**src/rtl/core/bprt_pkg.sv**
```systemverilog
// Package for the broadcast page reassembly tracker.
// Holds table sizes, status codes, controller states and the command/status structs.
// No dependencies.
package bprt_pkg;

	localparam int Entries = 8;
	localparam int PageLimit = 15;
	localparam int IdxW = (Entries > 1) ? $clog2(Entries) : 1;
	localparam int KeyW = 28;

	typedef enum logic [2:0] {
		ST_RECORDED  = 3'd0,
		ST_COMPLETE  = 3'd1,
		ST_DUPLICATE = 3'd2,
		ST_STALE     = 3'd3,
		ST_FULL      = 3'd4
	} status_t;

	typedef enum logic [1:0] {
		S_IDLE,
		S_LOOKUP,
		S_HOLD
	} state_t;

	typedef struct packed {
		logic capture;
		logic update;
		logic load_out;
	} dp_cmd_t;

	typedef struct packed {
		logic dummy_ok;
	} dp_stat_t;

endpackage

```
**src/rtl/core/bprt_ctrl.sv**
```systemverilog
// Controller for the page tracker: sequences capture, table update and result beat.
// Depends on bprt_pkg.
module bprt_ctrl (
	input  logic               clk,
	input  logic               arst_n,
	input  logic               in_valid,
	output logic               in_stall,
	output logic               out_valid,
	input  logic               out_stall,
	input  bprt_pkg::dp_stat_t stat,
	output bprt_pkg::dp_cmd_t  cmd
);
	import bprt_pkg::*;

	state_t state_q, state_d;

	always_ff @(posedge clk or negedge arst_n) begin
		if (!arst_n) state_q <= S_IDLE;
		else state_q <= state_d;
	end

	always_comb begin
		state_d = state_q;
		case (state_q)
			S_IDLE: if (in_valid) state_d = S_LOOKUP;
			S_LOOKUP: state_d = S_HOLD;
			S_HOLD: begin
				if (!out_stall) state_d = in_valid ? S_LOOKUP : S_IDLE;
			end
			default: state_d = S_IDLE;
		endcase
	end

	// A new beat is taken in idle, or in the hold state as the held result leaves.
	always_comb begin
		in_stall = 1'b1;
		out_valid = 1'b0;
		cmd = '0;
		case (state_q)
			S_IDLE: begin
				in_stall = 1'b0;
				cmd.capture = in_valid;
			end
			S_LOOKUP: begin
				cmd.update = stat.dummy_ok;
				cmd.load_out = 1'b1;
			end
			S_HOLD: begin
				out_valid = 1'b1;
				in_stall = out_stall;
				cmd.capture = in_valid && !out_stall;
			end
			default: ;
		endcase
	end
endmodule

```
**src/rtl/core/bprt_dp.sv**
```systemverilog
// Datapath of the page tracker: input register, entry table, parallel key match.
// Depends on bprt_pkg.
module bprt_dp (
	input  logic               clk,
	input  logic               arst_n,
	input  bprt_pkg::dp_cmd_t  cmd,
	output bprt_pkg::dp_stat_t stat,
	input  logic [1:0]         geo_scope,
	input  logic [9:0]         message_code,
	input  logic [3:0]         update_number,
	input  logic [15:0]        message_id,
	input  logic [3:0]         page_number,
	input  logic [3:0]         total_pages,
	output logic [2:0]         status,
	output logic [3:0]         pages_received,
	output logic [2:0]         slot
);
	import bprt_pkg::*;

	logic [KeyW-1:0] key_q;
	logic [3:0] upd_q, page_q, tot_q;

	logic [Entries-1:0] valid_q;
	logic [KeyW-1:0] ekey_q [Entries];
	logic [3:0] eupd_q [Entries];
	logic [3:0] etot_q [Entries];
	logic [15:0] emask_q [Entries];
	logic [3:0] etally_q [Entries];

	always_ff @(posedge clk) begin
		if (cmd.capture) begin
			key_q <= {geo_scope, message_code, message_id};
			upd_q <= update_number;
			page_q <= page_number;
			tot_q <= total_pages;
		end
	end

	logic [3:0] tot_eff;
	logic [Entries-1:0] hit;
	logic hit_any, free_any;
	logic [IdxW-1:0] hit_idx, free_idx;
	logic [15:0] bit_m;
	logic [4:0] tally_n;

	always_comb begin
		tot_eff = (tot_q == 4'd0) ? 4'd1 : tot_q;
		if (tot_eff > 4'(PageLimit)) tot_eff = 4'(PageLimit);
		bit_m = 16'd1 << page_q;
		hit_any = 1'b0;
		free_any = 1'b0;
		hit_idx = '0;
		free_idx = '0;
		for (int i = Entries - 1; i >= 0; i--) begin
			hit[i] = valid_q[i] && (ekey_q[i] == key_q);
			if (hit[i]) begin
				hit_any = 1'b1;
				hit_idx = IdxW'(i);
			end
			if (!valid_q[i]) begin
				free_any = 1'b1;
				free_idx = IdxW'(i);
			end
		end
		tally_n = {1'b0, etally_q[hit_idx]} + 5'd1;
	end

	assign stat.dummy_ok = 1'b1;

	typedef enum logic [2:0] {
		A_NONE, A_START_HIT, A_START_FREE, A_ADD, A_DONE
	} act_t;
	act_t act;
	status_t st_n;
	logic [3:0] pr_n;
	logic [IdxW-1:0] sl_n;

	always_comb begin
		act = A_NONE;
		st_n = ST_COMPLETE;
		pr_n = 4'd1;
		sl_n = '0;
		if (tot_eff <= 4'd1) begin
			act = A_NONE;
		end else if (hit_any) begin
			sl_n = hit_idx;
			if (upd_q > eupd_q[hit_idx]) begin
				act = A_START_HIT; st_n = ST_RECORDED; pr_n = 4'd1;
			end else if (upd_q < eupd_q[hit_idx]) begin
				st_n = ST_STALE; pr_n = 4'd0;
			end else if ((emask_q[hit_idx] & bit_m) != 16'd0) begin
				st_n = ST_DUPLICATE; pr_n = 4'd0;
			end else if (tally_n >= {1'b0, etot_q[hit_idx]}) begin
				act = A_DONE; st_n = ST_COMPLETE; pr_n = tally_n[3:0];
			end else begin
				act = A_ADD; st_n = ST_RECORDED; pr_n = tally_n[3:0];
			end
		end else if (free_any) begin
			act = A_START_FREE; st_n = ST_RECORDED; pr_n = 4'd1; sl_n = free_idx;
		end else begin
			st_n = ST_FULL; pr_n = 4'd0;
		end
	end

	always_ff @(posedge clk or negedge arst_n) begin
		if (!arst_n) valid_q <= '0;
		else if (cmd.update) begin
			if (act == A_START_HIT || act == A_START_FREE) valid_q[sl_n] <= 1'b1;
			else if (act == A_DONE) valid_q[sl_n] <= 1'b0;
		end
	end

	always_ff @(posedge clk) begin
		if (cmd.update) begin
			if (act == A_START_HIT || act == A_START_FREE) begin
				ekey_q[sl_n] <= key_q;
				eupd_q[sl_n] <= upd_q;
				etot_q[sl_n] <= tot_eff;
				emask_q[sl_n] <= bit_m;
				etally_q[sl_n] <= 4'd1;
			end else if (act == A_ADD || act == A_DONE) begin
				emask_q[sl_n] <= emask_q[sl_n] | bit_m;
				etally_q[sl_n] <= tally_n[3:0];
			end
		end
		if (cmd.load_out) begin
			status <= st_n;
			pages_received <= pr_n;
			slot <= 3'(sl_n);
		end
	end
endmodule

```
**src/rtl/core/broadcast_page_reassembly_tracker.sv**
```systemverilog
// Broadcast page reassembly tracker, top level.
// Flow: an accepted beat is registered at the input, its result is registered in the lookup state
// and held in the hold state; a new page is taken only in idle or as the held result leaves.
// Reset: arst_n clears all entry valid bits and the controller; other storage is unset.
// Depends on bprt_pkg, bprt_ctrl and bprt_dp.
module broadcast_page_reassembly_tracker (
	input  logic        clk,
	input  logic        arst_n,
	input  logic        in_valid,
	output logic        in_stall,
	input  logic [1:0]  geo_scope,
	input  logic [9:0]  message_code,
	input  logic [3:0]  update_number,
	input  logic [15:0] message_id,
	input  logic [3:0]  page_number,
	input  logic [3:0]  total_pages,
	output logic        out_valid,
	input  logic        out_stall,
	output logic [2:0]  status,
	output logic [3:0]  pages_received,
	output logic [2:0]  slot
);
	import bprt_pkg::*;

	dp_cmd_t cmd;
	dp_stat_t stat;

	bprt_ctrl u_ctrl (
		.clk, .arst_n, .in_valid, .in_stall, .out_valid, .out_stall, .stat, .cmd
	);

	bprt_dp u_dp (
		.clk, .arst_n, .cmd, .stat, .geo_scope, .message_code, .update_number,
		.message_id, .page_number, .total_pages, .status, .pages_received, .slot
	);
endmodule

```
**config.mk**
```make
export PLATFORM = sky130hd
export DESIGN_NAME = broadcast_page_reassembly_tracker
export DESIGN_NICKNAME = d
export VERILOG_FILES = /design/src/rtl/core/bprt_pkg.sv /design/src/rtl/core/bprt_ctrl.sv /design/src/rtl/core/bprt_dp.sv /design/src/rtl/core/broadcast_page_reassembly_tracker.sv
export SDC_FILE = /design/constraint.sdc
export NUM_CORES = 1
export LEC_CHECK = 0
export BUFFER_PORTS_ARGS = -buffer_cell sky130_fd_sc_hd__buf_4
export CORE_ASPECT_RATIO = 0.7
export CORE_UTILIZATION = 40
export DETAILED_ROUTE_END_ITERATION = 8
export GPL_TIMING_DRIVEN = 0
export PLACE_DENSITY = 0.6
export SKIP_LAST_GASP = 1
export SLEW_MARGIN = 5
export SYNTH_ARGS = -nofsm -noshare
export SYNTH_HDL_FRONTEND = slang
export SYNTH_HIERARCHICAL = 1
export SYNTH_SLANG_ARGS = --single-unit
export TNS_END_PERCENT = 1
```
**constraint.sdc**
```tcl
create_clock -name clk -period 14.7 [get_ports clk]
set_clock_uncertainty 0.2 [all_clocks]
set_input_delay 2.94 -clock clk [delete_from_list [all_inputs] [get_ports clk]]
set_output_delay 2.94 -clock clk [all_outputs]
set_load 0.01 [all_outputs]
```
==> results.md <==
- Outcome: complete, but fails checks
- Failing checks: max-capacitance violations, max-slew violations
- GRT met3 Usage: 0.07506
- Setup CP Type: flip-flop to flip-flop
- Yosys warns: 6
- Fmax: 90.56 MHz
- WL final: 76.07 mm
- Area contributors post-synth: edfxtp_1, xnor2_1, nand2_1, xor2_1, nand4_1
- Worst-path maximum fanout: 20
- Drt first pass iters: 8
- GRT met1 Usage: 0.4161
- Yosys cell types: 85
- Least-Margin Pin Slew: 1.568 ns
- Crit path largest cell delay: 0.93 ns
- Top Ports: 56
- Port Buffers: 55
- Synthesized flop and latch total: 508
- H-tree levels: 2
- Via count: 16119
- Fillers: 5082
- Final Instance Area: 26660 sq um
- Worst R2R Setup Slack: 3.66 ns
- Die area: 58820 sq um
- Crit path launch: u_dp/key_q[6]
- Share of cells above drive strength 1: 0.1265
- NumNets Final: 1901
- Die Ht: 203.2 um
- Clk sink count: 508
- Met2 Use GR: 0.3427
- Final setup violation count: 0
- Initial cell density of the core: 0.4059
- CTS root buffer: clkbuf_16
- Rel. slew slack: -0.04545
- First-pass GRT wire length: 108.8 mm
- WHS: 0.2940 ns
- Row count: 73
- Setup repair after global routing missed its margin: no
- Final TNS setup: 0 ns
- Power Density: 144.5 nW/um^2
- Crit-path slowest cell: nor2_4
- CTS max path bufs: 3
- Worst R2R End: u_dp/etally_q[6][0]
- Synth Instances: 1726
- Largest net degree at the start of global routing: 28
- Arrival time of the worst setup path: 11.06 ns
- DRC marker count from the first detailed-route iteration: 2547
- Setup crit start kind: flip-flop
- Syn Nets: 1779
- Clk slew on worst S/H paths: 0.06 ns
- Required @ worst endpoint: 14.72 ns
- Grt peak-use layer: met1
- R2r worst-path depth: 26
- Detailed Place HPWL: 53.49 mm
- TritonCTS Buffers: 51
- Initial antenna violation count: 1
- Synth top area share: 0.6464
- Asr flop ratio synth: 0.01969
- Avg Cell Area, Syn: 13.40 sq um
- Clk_lat worst skew: 0.62 ns
- Slew Viols, Final: 10
- Post-synth top flop: edfxtp_1
- Die width: 289.5 um
- Reg-to-reg critical path startpoint: u_dp/key_q[6]
- Crit path time final: 11.04 ns
- Post-layout util: 0.4677
- RePlAce Congestion: 1.000
- Cell depth of the worst setup path: 26
- Max VDD drop: 0.09507 mV
- Number of post-CTS setup repair buffers: 0
- # diodes: 0
- Overflow after GRT: 0
- DP Area: 24940 sq um
- EDFF count, synth: 498
- Area leader, netlist: edfxtp_1
- Vias per cell: 6.108
- Fin crit share: 0.7512
- Crit path capture: u_dp/etally_q[6][0]
- CP Buf/Inv Count: 7
- Overall power: 3.852 mW
- Cell Area, Synth: 23140 sq um
- Sequential area share after synthesis: 0.6572
- Worst hold path type: flip-flop to flip-flop
- Area Overhead vs Synth: 15.21%
- CTS resizes: 0
- CP Capture Type: flip-flop
- Hold bufs inserted after CTS: 0
- Wire per inst: 28.82 um
- Post-route ant nets: 0
- Core ar.: 56990 sq um
- Final Hold Fails: 0
- Maxcap violations: 2
- CP delay by family, top: simple AND/OR/NAND/NOR gates
- TritonCTS clock tree: built
- # DRC: 0
- Vias in the first global route: 15114
- Leak: 8.780 nW
- Global Route Usage Sum: 0.2604
routing by layer:
layer	up-vias	routed length [um]	share of wire
li1	6867	-	-
met1	8078	34760	0.46
met2	1060	29700	0.39
met3	114	10290	0.14
met4	0	1322	0.017
met5	-	0	0
stage by stage:
step | std cells | setup WS (ns)
after floorplan | 1726 | 7.082
after global placement | 2531 | 2.714
after detailed placement | 2545 | 4.220
after CTS | 2639 | 4.154
after global routing | 2639 | 3.517
final | 2639 | 3.658
worst min path at each step:
stage	slack (ns)	end	cells after the start	start
3_5_place_dp	0.29	u_ctrl/state_q[1]	1	u_ctrl/state_q[0]
6_report	0.29	u_ctrl/state_q[1]	1	u_ctrl/state_q[0]
4_1_cts	0.30	u_ctrl/state_q[1]	1	u_ctrl/state_q[0]
3_3_place_gp	0.28	u_ctrl/state_q[1]	1	u_ctrl/state_q[0]
5_1_grt	0.33	u_ctrl/state_q[1]	1	u_ctrl/state_q[0]
2_1_floorplan	0.27	u_ctrl/state_q[1]	1	u_ctrl/state_q[0]
synthesized netlist by cell type, drive strengths merged (5+ instances only):
cell / number
edfxtp: 498
nand2: 190
xnor2: 144
xor2: 78
nand4: 75
nand3: 73
nor2: 70
o21ai: 54
clkbuf: 45
mux2i: 44
nor4: 43
buf: 42
a21oi: 31
nor3: 27
nand2b: 19
and2: 15
a211oi: 13
a221oi: 13
a22oi: 13
o221ai: 13
o22ai: 12
or2: 11
a31oi: 10
and3: 10
and4: 10
dfrtp: 10
inv: 10
nor2b: 10
nor3b: 10
a21o: 9
ha: 9
o211ai: 9
o31ai: 9
a311oi: 8
or4: 8
a222oi: 5
kinds of logic (layout without fill, tap and decap cells):
family,Yosys count,count (layout),synth area share
buffers and inverters,99,262,0.02125
AO/OA/AOI/OAI,256,256,0.08085
AND/OR/NAND/NOR,583,583,0.1277
multiplexers,48,48,0.02098
flip-flops,508,508,0.6572
XOR/XNOR,222,222,0.08696
other,1,1,0.0001621
adder cells (fa/ha/maj),9,9,0.004867
layout by cell type (no fill, tap or decap), types with 10 or more instances in the layout:
master / instances
nand2_1: 190
a22oi_1: 12
a211oi_1: 13
o22ai_1: 11
nand4_1: 75
nor3b_1: 10
a31oi_1: 10
mux2i_1: 44
and3_1: 10
nand3_1: 73
xor2_1: 78
nor2_1: 54
inv_1: 10
a221oi_1: 13
or2_2: 11
xnor2_1: 135
nor2_4: 16
clkinv_1: 14
a21oi_1: 31
o221ai_1: 13
clkbuf_16: 51
dfrtp_1: 10
and2_1: 15
nand2b_1: 19
clkinv_2: 10
nor4_1: 43
o21ai_0: 47
edfxtp_1: 498
nor3_1: 27
buf_4: 63
clkbuf_1: 51
and4_1: 10
buf_2: 18
flip-flops by register name, summed over array words and instances (netlist names), named ones only:
signal               flops
u_dp/tot_q               4
u_dp/emask_q           128
u_ctrl/state_q           2
u_dp/pages_received      4
u_dp/upd_q               4
u_dp/slot                3
u_dp/page_q              4
u_dp/etally_q           32
u_dp/status              3
u_dp/eupd_q             32
u_dp/etot_q             32
u_dp/ekey_q            224
u_dp/key_q              28
area by class of cell:
class                   instances  area, sq um  area share
clock inverters                34        374.1     0.01403
flip-flops and latches        508        15200      0.5704
well taps                     750        938.4     0.03520
repair buffers                 69        745.7     0.02798
inverters                      12        45.04    0.001690
plain buffers                  87        446.7     0.01676
multi-input cells            1119         7561      0.2837
clock buffers                  60         1340     0.05027
worst reg2reg max path, delay by kind of cell, from the launching register on:
family                   cells  cell delay (ns)
AND/OR/NAND/NOR             10             3.67
adder cells (fa/ha/maj)      1             0.25
XOR/XNOR                     1             0.34
flip-flops                   1             0.63
multiplexers                 1             0.28
buffers and inverters        7             3.32
AO/OA/AOI/OAI                6             1.94
where the power goes:
| group | switching [mW] | internal, mW | total (mW) |
|---|---|---|---|
| Clock | 0.573 | 0.776 | 1.35 |
| Sequential | 0.0658 | 1.67 | 1.74 |
| Combinational | 0.536 | 0.226 | 0.763 |
Power figures use the tool's default switching activity.
